==> src/design/assert_macros.svh <==
// assertion macros shared by the space map decoder modules
// no dependencies; each macro expands to one labeled concurrent assertion
`ifndef ASSERT_MACROS_SVH
`define ASSERT_MACROS_SVH

// antecedent implies consequent in the same cycle
`define SMED_ASSERT_IMP(label, clk, rst_n, ante, cons) \
    label: assert property (@(posedge clk) disable iff (!(rst_n)) (ante) |-> (cons)) \
        else $error("space map decoder check failed");

// antecedent implies consequent in the next cycle
`define SMED_ASSERT_NXT(label, clk, rst_n, ante, cons) \
    label: assert property (@(posedge clk) disable iff (!(rst_n)) (ante) |=> (cons)) \
        else $error("space map decoder check failed");

`endif

==> src/design/smed_pkg.sv <==
// shared types and constants for the space map entry decoder
// no dependencies
package smed_pkg;

    localparam int SMED_QDEPTH = 2;

    localparam int WORD_W = 64;
    localparam int OFF_W  = 63;
    localparam int RUN_W  = 37;
    localparam int DEV_W  = 24;
    localparam int TXG_W  = 50;
    localparam int SH_W   = 6;

    // register indexes of the configuration port
    localparam logic CFG_BASE_OFFSET  = 1'b0;
    localparam logic CFG_SHIFT_AMOUNT = 1'b1;

    localparam logic [SH_W-1:0] SHIFT_RESET = 6'd9;

    // top two bits of a debug word and of a pair head
    localparam logic [1:0] WTYPE_DEBUG = 2'b10;
    localparam logic [1:0] WTYPE_PAIR  = 2'b11;

    // decoded entry, unshifted, handed from front to back
    typedef struct packed {
        logic             alloc;
        logic [OFF_W-1:0] offset;
        logic [RUN_W-1:0] run;
        logic [DEV_W-1:0] device;
        logic [TXG_W-1:0] txg;
        logic             status;
    } t_smed_cmd;

    // queue handshake seen by the front end and the back end
    typedef struct packed {
        logic empty;
        logic full;
    } t_smed_qstat;

endpackage

==> src/design/smed_front.sv <==
// front end: accepts space map words, tracks pair and txg state, emits entries
// depends on smed_pkg and assert_macros.svh
`include "assert_macros.svh"

module smed_front (
    input  logic                                i_clk,
    input  logic                                i_rst_n,
    input  logic                                i_valid,
    output logic                                o_ready,
    input  logic [smed_pkg::WORD_W-1:0]         i_map_word,
    input  logic                                i_final_word,
    input  smed_pkg::t_smed_qstat               i_qstat,
    output logic                                o_push,
    output smed_pkg::t_smed_cmd                 o_cmd
);
    import smed_pkg::*;

    logic             r_pair_pending, n_pair_pending;
    logic [RUN_W-1:0] r_pending_run, n_pending_run;
    logic [DEV_W-1:0] r_pending_dev, n_pending_dev;
    logic [TXG_W-1:0] r_txg, n_txg;

    logic      accept;
    logic      has_result;
    t_smed_cmd cmd;

    assign o_ready = !i_qstat.full;
    assign accept  = i_valid && o_ready;

    always_comb begin
        cmd            = '0;
        cmd.txg        = r_txg;
        has_result     = 1'b0;
        n_pair_pending = r_pair_pending;
        n_pending_run  = r_pending_run;
        n_pending_dev  = r_pending_dev;
        n_txg          = r_txg;
        if (r_pair_pending) begin
            // second word of a pair, whatever its top bits
            cmd.alloc      = !i_map_word[63];
            cmd.offset     = i_map_word[OFF_W-1:0];
            cmd.run        = r_pending_run;
            cmd.device     = r_pending_dev;
            has_result     = 1'b1;
            n_pair_pending = 1'b0;
            n_pending_run  = '0;
            n_pending_dev  = '0;
        end else begin
            case (i_map_word[63:62])
                WTYPE_DEBUG: begin
                    if (i_map_word[TXG_W-1:0] != '0) begin
                        n_txg = i_map_word[TXG_W-1:0];
                    end
                end
                WTYPE_PAIR: begin
                    if (i_final_word) begin
                        cmd.status = 1'b1;
                        has_result = 1'b1;
                    end else begin
                        n_pending_run  = {1'b0, i_map_word[59:24]} + RUN_W'(1);
                        n_pending_dev  = i_map_word[DEV_W-1:0];
                        n_pair_pending = 1'b1;
                    end
                end
                default: begin
                    cmd.alloc  = !i_map_word[15];
                    cmd.offset = OFF_W'(i_map_word[62:16]);
                    cmd.run    = RUN_W'({1'b0, i_map_word[14:0]}) + RUN_W'(1);
                    has_result = 1'b1;
                end
            endcase
        end
        // end of map starts a fresh map
        if (i_final_word) begin
            n_pair_pending = 1'b0;
            n_pending_run  = '0;
            n_pending_dev  = '0;
            n_txg          = '0;
        end
    end

    always_ff @(posedge i_clk) begin
        if (!i_rst_n) begin
            r_pair_pending <= 1'b0;
            r_pending_run  <= '0;
            r_pending_dev  <= '0;
            r_txg          <= '0;
        end else if (accept) begin
            r_pair_pending <= n_pair_pending;
            r_pending_run  <= n_pending_run;
            r_pending_dev  <= n_pending_dev;
            r_txg          <= n_txg;
        end
    end

    assign o_push = accept && has_result;
    assign o_cmd  = cmd;

    `SMED_ASSERT_NXT(a_final_clears, i_clk, i_rst_n, accept && i_final_word,
        !r_pair_pending && r_txg == '0)
    `SMED_ASSERT_IMP(a_push_not_full, i_clk, i_rst_n, o_push, !i_qstat.full)

endmodule

==> src/design/smed_queue.sv <==
// short entry queue between front and back end
// depends on smed_pkg and assert_macros.svh
`include "assert_macros.svh"

module smed_queue #(
    parameter int DEPTH = smed_pkg::SMED_QDEPTH
) (
    input  logic                  i_clk,
    input  logic                  i_rst_n,
    input  logic                  i_push,
    input  smed_pkg::t_smed_cmd   i_cmd,
    input  logic                  i_pop,
    output smed_pkg::t_smed_cmd   o_head,
    output smed_pkg::t_smed_qstat o_qstat
);
    import smed_pkg::*;

    localparam int PTR_W = (DEPTH > 1) ? $clog2(DEPTH) : 1;
    localparam int CNT_W = $clog2(DEPTH + 1);

    t_smed_cmd        r_mem [DEPTH];
    logic [PTR_W-1:0] r_wr_ptr, r_rd_ptr;
    logic [CNT_W-1:0] r_count;

    always_ff @(posedge i_clk) begin
        if (i_push) begin
            r_mem[r_wr_ptr] <= i_cmd;
        end
    end

    always_ff @(posedge i_clk) begin
        if (!i_rst_n) begin
            r_wr_ptr <= '0;
            r_rd_ptr <= '0;
            r_count  <= '0;
        end else begin
            if (i_push) begin
                r_wr_ptr <= (r_wr_ptr == PTR_W'(DEPTH - 1)) ? '0 : r_wr_ptr + PTR_W'(1);
            end
            if (i_pop) begin
                r_rd_ptr <= (r_rd_ptr == PTR_W'(DEPTH - 1)) ? '0 : r_rd_ptr + PTR_W'(1);
            end
            if (i_push && !i_pop) begin
                r_count <= r_count + CNT_W'(1);
            end else if (i_pop && !i_push) begin
                r_count <= r_count - CNT_W'(1);
            end
        end
    end

    assign o_head        = r_mem[r_rd_ptr];
    assign o_qstat.empty = (r_count == '0);
    assign o_qstat.full  = (r_count == CNT_W'(DEPTH));

    `SMED_ASSERT_IMP(a_count_bound, i_clk, i_rst_n, 1'b1, r_count <= CNT_W'(DEPTH))
    `SMED_ASSERT_IMP(a_no_pop_empty, i_clk, i_rst_n, i_pop, r_count != '0)

endmodule

==> src/design/smed_back.sv <==
// back end: shifts offset and run, adds the base offset, holds the result
// depends on smed_pkg and assert_macros.svh
`include "assert_macros.svh"

module smed_back (
    input  logic                         i_clk,
    input  logic                         i_rst_n,
    input  smed_pkg::t_smed_cmd          i_head,
    input  smed_pkg::t_smed_qstat        i_qstat,
    output logic                         o_pop,
    input  logic [smed_pkg::WORD_W-1:0]  i_base_offset,
    input  logic [smed_pkg::SH_W-1:0]    i_shift_amount,
    output logic                         o_valid,
    input  logic                         i_ready,
    output logic                         o_allocated,
    output logic [smed_pkg::WORD_W-1:0]  o_range_start,
    output logic [smed_pkg::WORD_W-1:0]  o_range_length,
    output logic [smed_pkg::DEV_W-1:0]   o_device_id,
    output logic [smed_pkg::TXG_W-1:0]   o_group_txg,
    output logic                         o_status
);
    import smed_pkg::*;

    // stage one: shifted values
    logic              r_s1_vld;
    logic              r_s1_alloc;
    logic [WORD_W-1:0] r_s1_off;
    logic [WORD_W-1:0] r_s1_len;
    logic [DEV_W-1:0]  r_s1_dev;
    logic [TXG_W-1:0]  r_s1_txg;
    logic              r_s1_status;

    // output register
    logic              r_out_vld;
    logic              r_out_alloc;
    logic [WORD_W-1:0] r_out_start;
    logic [WORD_W-1:0] r_out_len;
    logic [DEV_W-1:0]  r_out_dev;
    logic [TXG_W-1:0]  r_out_txg;
    logic              r_out_status;

    logic              out_en;
    logic              s1_en;

    assign out_en = !r_out_vld || i_ready;
    assign s1_en  = !r_s1_vld || out_en;
    assign o_pop  = !i_qstat.empty && s1_en;

    always_ff @(posedge i_clk) begin
        if (!i_rst_n) begin
            r_s1_vld  <= 1'b0;
            r_out_vld <= 1'b0;
        end else begin
            if (s1_en) begin
                r_s1_vld <= o_pop;
            end
            if (out_en) begin
                r_out_vld <= r_s1_vld;
            end
        end
    end

    always_ff @(posedge i_clk) begin
        if (o_pop) begin
            r_s1_alloc  <= i_head.alloc;
            r_s1_off    <= {1'b0, i_head.offset} << i_shift_amount;
            r_s1_len    <= WORD_W'(i_head.run) << i_shift_amount;
            r_s1_dev    <= i_head.device;
            r_s1_txg    <= i_head.txg;
            r_s1_status <= i_head.status;
        end
        if (out_en && r_s1_vld) begin
            r_out_alloc  <= r_s1_alloc;
            // a truncated pair reports a zero start
            r_out_start  <= r_s1_status ? '0 : i_base_offset + r_s1_off;
            r_out_len    <= r_s1_len;
            r_out_dev    <= r_s1_dev;
            r_out_txg    <= r_s1_txg;
            r_out_status <= r_s1_status;
        end
    end

    assign o_valid        = r_out_vld;
    assign o_allocated    = r_out_alloc;
    assign o_range_start  = r_out_start;
    assign o_range_length = r_out_len;
    assign o_device_id    = r_out_dev;
    assign o_group_txg    = r_out_txg;
    assign o_status       = r_out_status;

    `SMED_ASSERT_NXT(a_s1_held, i_clk, i_rst_n, r_s1_vld && r_out_vld && !i_ready, r_s1_vld)

endmodule

==> src/design/space_map_entry_decoder.sv <==
// top level of the space map entry decoder: config registers, front, queue, back
// depends on smed_pkg, smed_front, smed_queue and smed_back
//
//   channel   signals                                 direction
//   word in   i_valid / o_ready, i_map_word, i_final_word   in
//   entry out o_valid / i_ready, o_allocated ... o_status   out
//   config    i_cfg_we, i_cfg_idx, i_cfg_data               in
//
// one word per cycle sustained while o_ready is high; a word that yields an entry is queued at
// its transfer and then passes the shift stage, then the add stage that loads the output register
// debug words and a pair head that is not final yield no entry
// o_ready drops only when the entry queue is full; the back end drains it
// whenever its shift stage or the output register is free, or the output register is being taken
// synchronous active-low reset clears pair and txg state and sets shift to 9
module space_map_entry_decoder #(
    parameter int QDEPTH = smed_pkg::SMED_QDEPTH
) (
    input  logic                          i_clk,
    input  logic                          i_rst_n,
    input  logic                          i_cfg_we,
    input  logic                          i_cfg_idx,
    input  logic [smed_pkg::WORD_W-1:0]   i_cfg_data,
    input  logic                          i_valid,
    output logic                          o_ready,
    input  logic [smed_pkg::WORD_W-1:0]   i_map_word,
    input  logic                          i_final_word,
    output logic                          o_valid,
    input  logic                          i_ready,
    output logic                          o_allocated,
    output logic [smed_pkg::WORD_W-1:0]   o_range_start,
    output logic [smed_pkg::WORD_W-1:0]   o_range_length,
    output logic [smed_pkg::DEV_W-1:0]    o_device_id,
    output logic [smed_pkg::TXG_W-1:0]    o_group_txg,
    output logic                          o_status
);
    import smed_pkg::*;

    logic [WORD_W-1:0] r_base_offset;
    logic [SH_W-1:0]   r_shift_amount;

    logic        push;
    logic        pop;
    t_smed_cmd   cmd;
    t_smed_cmd   head;
    t_smed_qstat qstat;

    always_ff @(posedge i_clk) begin
        if (!i_rst_n) begin
            r_base_offset  <= '0;
            r_shift_amount <= SHIFT_RESET;
        end else if (i_cfg_we) begin
            case (i_cfg_idx)
                CFG_BASE_OFFSET:  r_base_offset  <= i_cfg_data;
                CFG_SHIFT_AMOUNT: r_shift_amount <= i_cfg_data[SH_W-1:0];
                default: begin
                end
            endcase
        end
    end

    smed_front u_front (
        .i_clk        (i_clk),
        .i_rst_n      (i_rst_n),
        .i_valid      (i_valid),
        .o_ready      (o_ready),
        .i_map_word   (i_map_word),
        .i_final_word (i_final_word),
        .i_qstat      (qstat),
        .o_push       (push),
        .o_cmd        (cmd)
    );

    smed_queue #(
        .DEPTH (QDEPTH)
    ) u_queue (
        .i_clk   (i_clk),
        .i_rst_n (i_rst_n),
        .i_push  (push),
        .i_cmd   (cmd),
        .i_pop   (pop),
        .o_head  (head),
        .o_qstat (qstat)
    );

    smed_back u_back (
        .i_clk          (i_clk),
        .i_rst_n        (i_rst_n),
        .i_head         (head),
        .i_qstat        (qstat),
        .o_pop          (pop),
        .i_base_offset  (r_base_offset),
        .i_shift_amount (r_shift_amount),
        .o_valid        (o_valid),
        .i_ready        (i_ready),
        .o_allocated    (o_allocated),
        .o_range_start  (o_range_start),
        .o_range_length (o_range_length),
        .o_device_id    (o_device_id),
        .o_group_txg    (o_group_txg),
        .o_status       (o_status)
    );

endmodule

==> config.mk <==
export PLATFORM = sky130hd
export DESIGN_NAME = space_map_entry_decoder
export DESIGN_NICKNAME = d
export VERILOG_FILES = /design/src/design/smed_pkg.sv /design/src/design/smed_front.sv /design/src/design/smed_queue.sv /design/src/design/smed_back.sv /design/src/design/space_map_entry_decoder.sv
export VERILOG_INCLUDE_DIRS = /design/src /design/src/design
export SDC_FILE = /design/constraint.sdc
export NUM_CORES = 2
export LEC_CHECK = 0
export BUFFER_PORTS_ARGS = -buffer_cell sky130_fd_sc_hd__buf_2
export CAP_MARGIN = 20
export CORE_AREA = 3 3 301 303
export CTS_BUF_LIST = sky130_fd_sc_hd__clkbuf_8
export DETAILED_ROUTE_END_ITERATION = 10
export DIE_AREA = 0 0 304 306
export PLACE_DENSITY_LB_ADDON = 0.25
export SYNTH_ARGS = -nofsm -noshare
export SYNTH_HDL_FRONTEND = slang
export SYNTH_SLANG_ARGS = --single-unit
==> constraint.sdc <==
create_clock -name i_clk -period 33.9 [get_ports i_clk]
set_clock_uncertainty 0.1 [all_clocks]
set_input_delay 3.39 -clock i_clk [delete_from_list [all_inputs] [get_ports i_clk]]
set_output_delay 3.39 -clock i_clk [all_outputs]
set_load 0.01 [all_outputs]
==> metrics <==
1st-iter DRT viols 2780; chip width ~300 um; initial core utilization 0.4989; CTS max path bufs 3; largest net degree at the start of global routing 150; critical path startpoint category input pin; # setup viols final 0; final worst slack approximately 27000 ps; Final min period 6624 ps; Crit path top cell by count buf_4; max-cap violations 0; all-layer global routing usage 0.2477; die area about 93000 um^2; number of flops mapped to enable cells by yosys 760; Peak VDD IR 0.05572 mV; crit path max-delay cell type buf_4; flops & latches, synth 949; Post-route DRC 0; area leader, netlist edfxtp_1; first-pass GRT wire length 176200 um; Post-Syn Instances approximately 3.6k; DRT Pass-1 Iters 6; Crit path largest cell delay 880 ps; top_reg_cell synth edfxtp_1; Place WS 26430 ps; CTS tree yes; clk sinks 949; share of cells above drive strength 1 0.2074; Core Rows 109; Critical Path RT about 34000 ps; synth cell count leaders 760 x edfxtp_1, 516 x nand2_1, 312 x nor2_1; overall power 3.705 mW; Worst Hold Class register to register; CP Cell Sequence buf_2, a21oi_1, nor2_1, and2_4, buf_4, buf_4; Wirelength per Cell approximately 23 um; DP Wirelength 82970 um; Crit. End Element register; Layout area overhead 13.15%; Final GP Congestion between 0.9 and 1; Synth area leaders edfxtp_1 52%, dfxtp_1 8.6%, mux4_2 4.5%; synth warn 0; Worst-Skew Late Latency 840 ps; outcome complete, no violations; post-synthesis sequential area ratio 0.6044; f_max 0.1510 GHz; Crit Path Class input pin to register; Num CTS Buffers about 150; asr flop ratio synth 0; number of distinct library cells after synthesis 83; Via Count 29.52k; htree depth 4; Vias/cell 5.687; Reg clk slew, reported paths 70 ps; ANT nets after route 0; Layout Nets 4089; postcts setup bufs 0; Avg Cell Area, Syn 12.23 um^2; routed wire length 117000 um; Core ar. 88240 um^2; final hold viol count 0; CP max FO 75; worst reg2reg path depth 9; io pins 341; Worst Tran Pin Value about 1100 ps; clk root buf clkbuf_8; count leader, synth edfxtp_1; CTS resizes 0; Die Ht roughly 310 um; setup_tns 0 ps; vias in the first global route 28.74k; Pwr per Cell Area 74.37 nW/um^2; LEAKAGE approximately 19 nW; # fillers between 7k and 8k; Final Max Tran Viols 0; Register Area 26620 um^2; Port Buffers 340; hold_buf cts 0; final worst path period share 0.1954; final core utilization 0.5645; Worst Path Arrival 6970 ps; initial antenna violation count 14; Net Count, Synth roughly 3.8k; hold path depth 0; Slew headroom 0.2907; RSZ-0062 raised after global routing false; mapped cell area 44020 um^2; multi-input logic area 16400 um^2; grt total ovfl 0; area share of the largest cell type after synthesis 0.5184
-- flip-flops by register name (all words and copies together) (netlist names), 2 cells and up, named ones only --
register / count
u_front.r_txg: 50
u_back.r_s1_txg: 50
u_back.o_range_length: 64
u_back.o_group_txg: 50
r_base_offset: 64
u_back.r_s1_len: 64
u_back.o_range_start: 64
r_shift_amount: 6
u_back.o_device_id: 24
u_back.r_s1_dev: 24
u_front.r_pending_dev: 24
u_front.r_pending_run: 37
u_queue.r_count: 2
u_queue.r_mem: 352
u_back.r_s1_off: 64
-- worst paths after layout --
path                                          start  slack, ps                   endpoint
worst max-delay path                   i_final_word      27280      u_queue.r_mem[1][107]
worst min-delay path            u_back.r_s1_len[59]        310  u_back.o_range_length[59]
worst max register to register             register      29190        u_back.r_s1_len[49]
worst min register to register  u_back.r_s1_len[59]        310  u_back.o_range_length[59]
-- per-stage QoR --
step / cell area, um^2 / hold WS (ps) / instances
2_1_floorplan: 44020 / 300.3 / 3600
3_3_place_gp: 46560 / 300.7 / 4894
3_5_place_dp: 46560 / 304.5 / 4894
4_1_cts: 49760 / 309.5 / 5181
5_1_grt: 49800 / 315.6 / 5185
6_report: 49810 / 309.4 / 5191
-- layout by cell type, fill, tap and decap left out, types with 14 or more instances in the layout --
cell type and instances:
clkinv_2 19, a21oi_1 128, buf_4 33, clkbuf_8 177, a22oi_1 46, mux2i_1 129, a21o_1 42, inv_1 74
nand3_1 41, nor2_1 310, buf_2 339, edfxtp_1 760, nor4_1 14, dfxtp_1 183, xnor2_1 56, nand4_1 27
and3_1 19, nor2b_1 62, and2_1 89, clkinv_1 20, o22ai_1 42, a21boi_0 122, ha_1 68, o21ai_0 153
o21bai_1 18, mux4_2 88, a22o_1 61, mux2_2 105, nor3_1 17, o21a_1 14, nand3b_1 46, xor2_1 51
nand2_1 516
-- cells by family after synthesis --
group / after synthesis / synth area share
simple gates: 1173 / 0.1198
flops: 949 / 0.6044
compound gates: 704 / 0.1084
mux: 325 / 0.1021
buf+inv: 273 / 0.02419
xor+xnor: 107 / 0.02129
fa+ha+maj: 69 / 0.01978
-- worst max-delay path: cells and delay by family --
kind / cells / cell delay (ps)
buffers and inverters: 3 / 2230
AOI/OAI and AO/OA: 1 / 230
and+or+nand+nor: 2 / 940
-- per-layer routing --
layer | vias up | share of wire | track usage
met5 | - | 0.00062 | 0
met4 | 14 | 0.035 | 0.09723
met3 | 244 | 0.071 | 0.04815
met2 | 1137 | 0.45 | 0.3785
met1 | 14280 | 0.44 | 0.3519
li1 | 13840 | - | -
-- power breakdown --
group	switching, mW	internal [mW]
Clock	0.464	0.551
Sequential	0.0865	1.59
Combinational	0.650	0.364
-- cell type report --
type,instances,share of cell area
Timing Repair Buffer,374,0.03999
Multi-Input combinational cell,2378,0.3293
Antenna cell,9,0.0004521
Tap cell,1165,0.02926
Clock buffer,177,0.04890
Sequential cell,949,0.5344
Clock inverter,110,0.01532
Inverter,29,0.002386
Power figures use the tool's default switching activity.
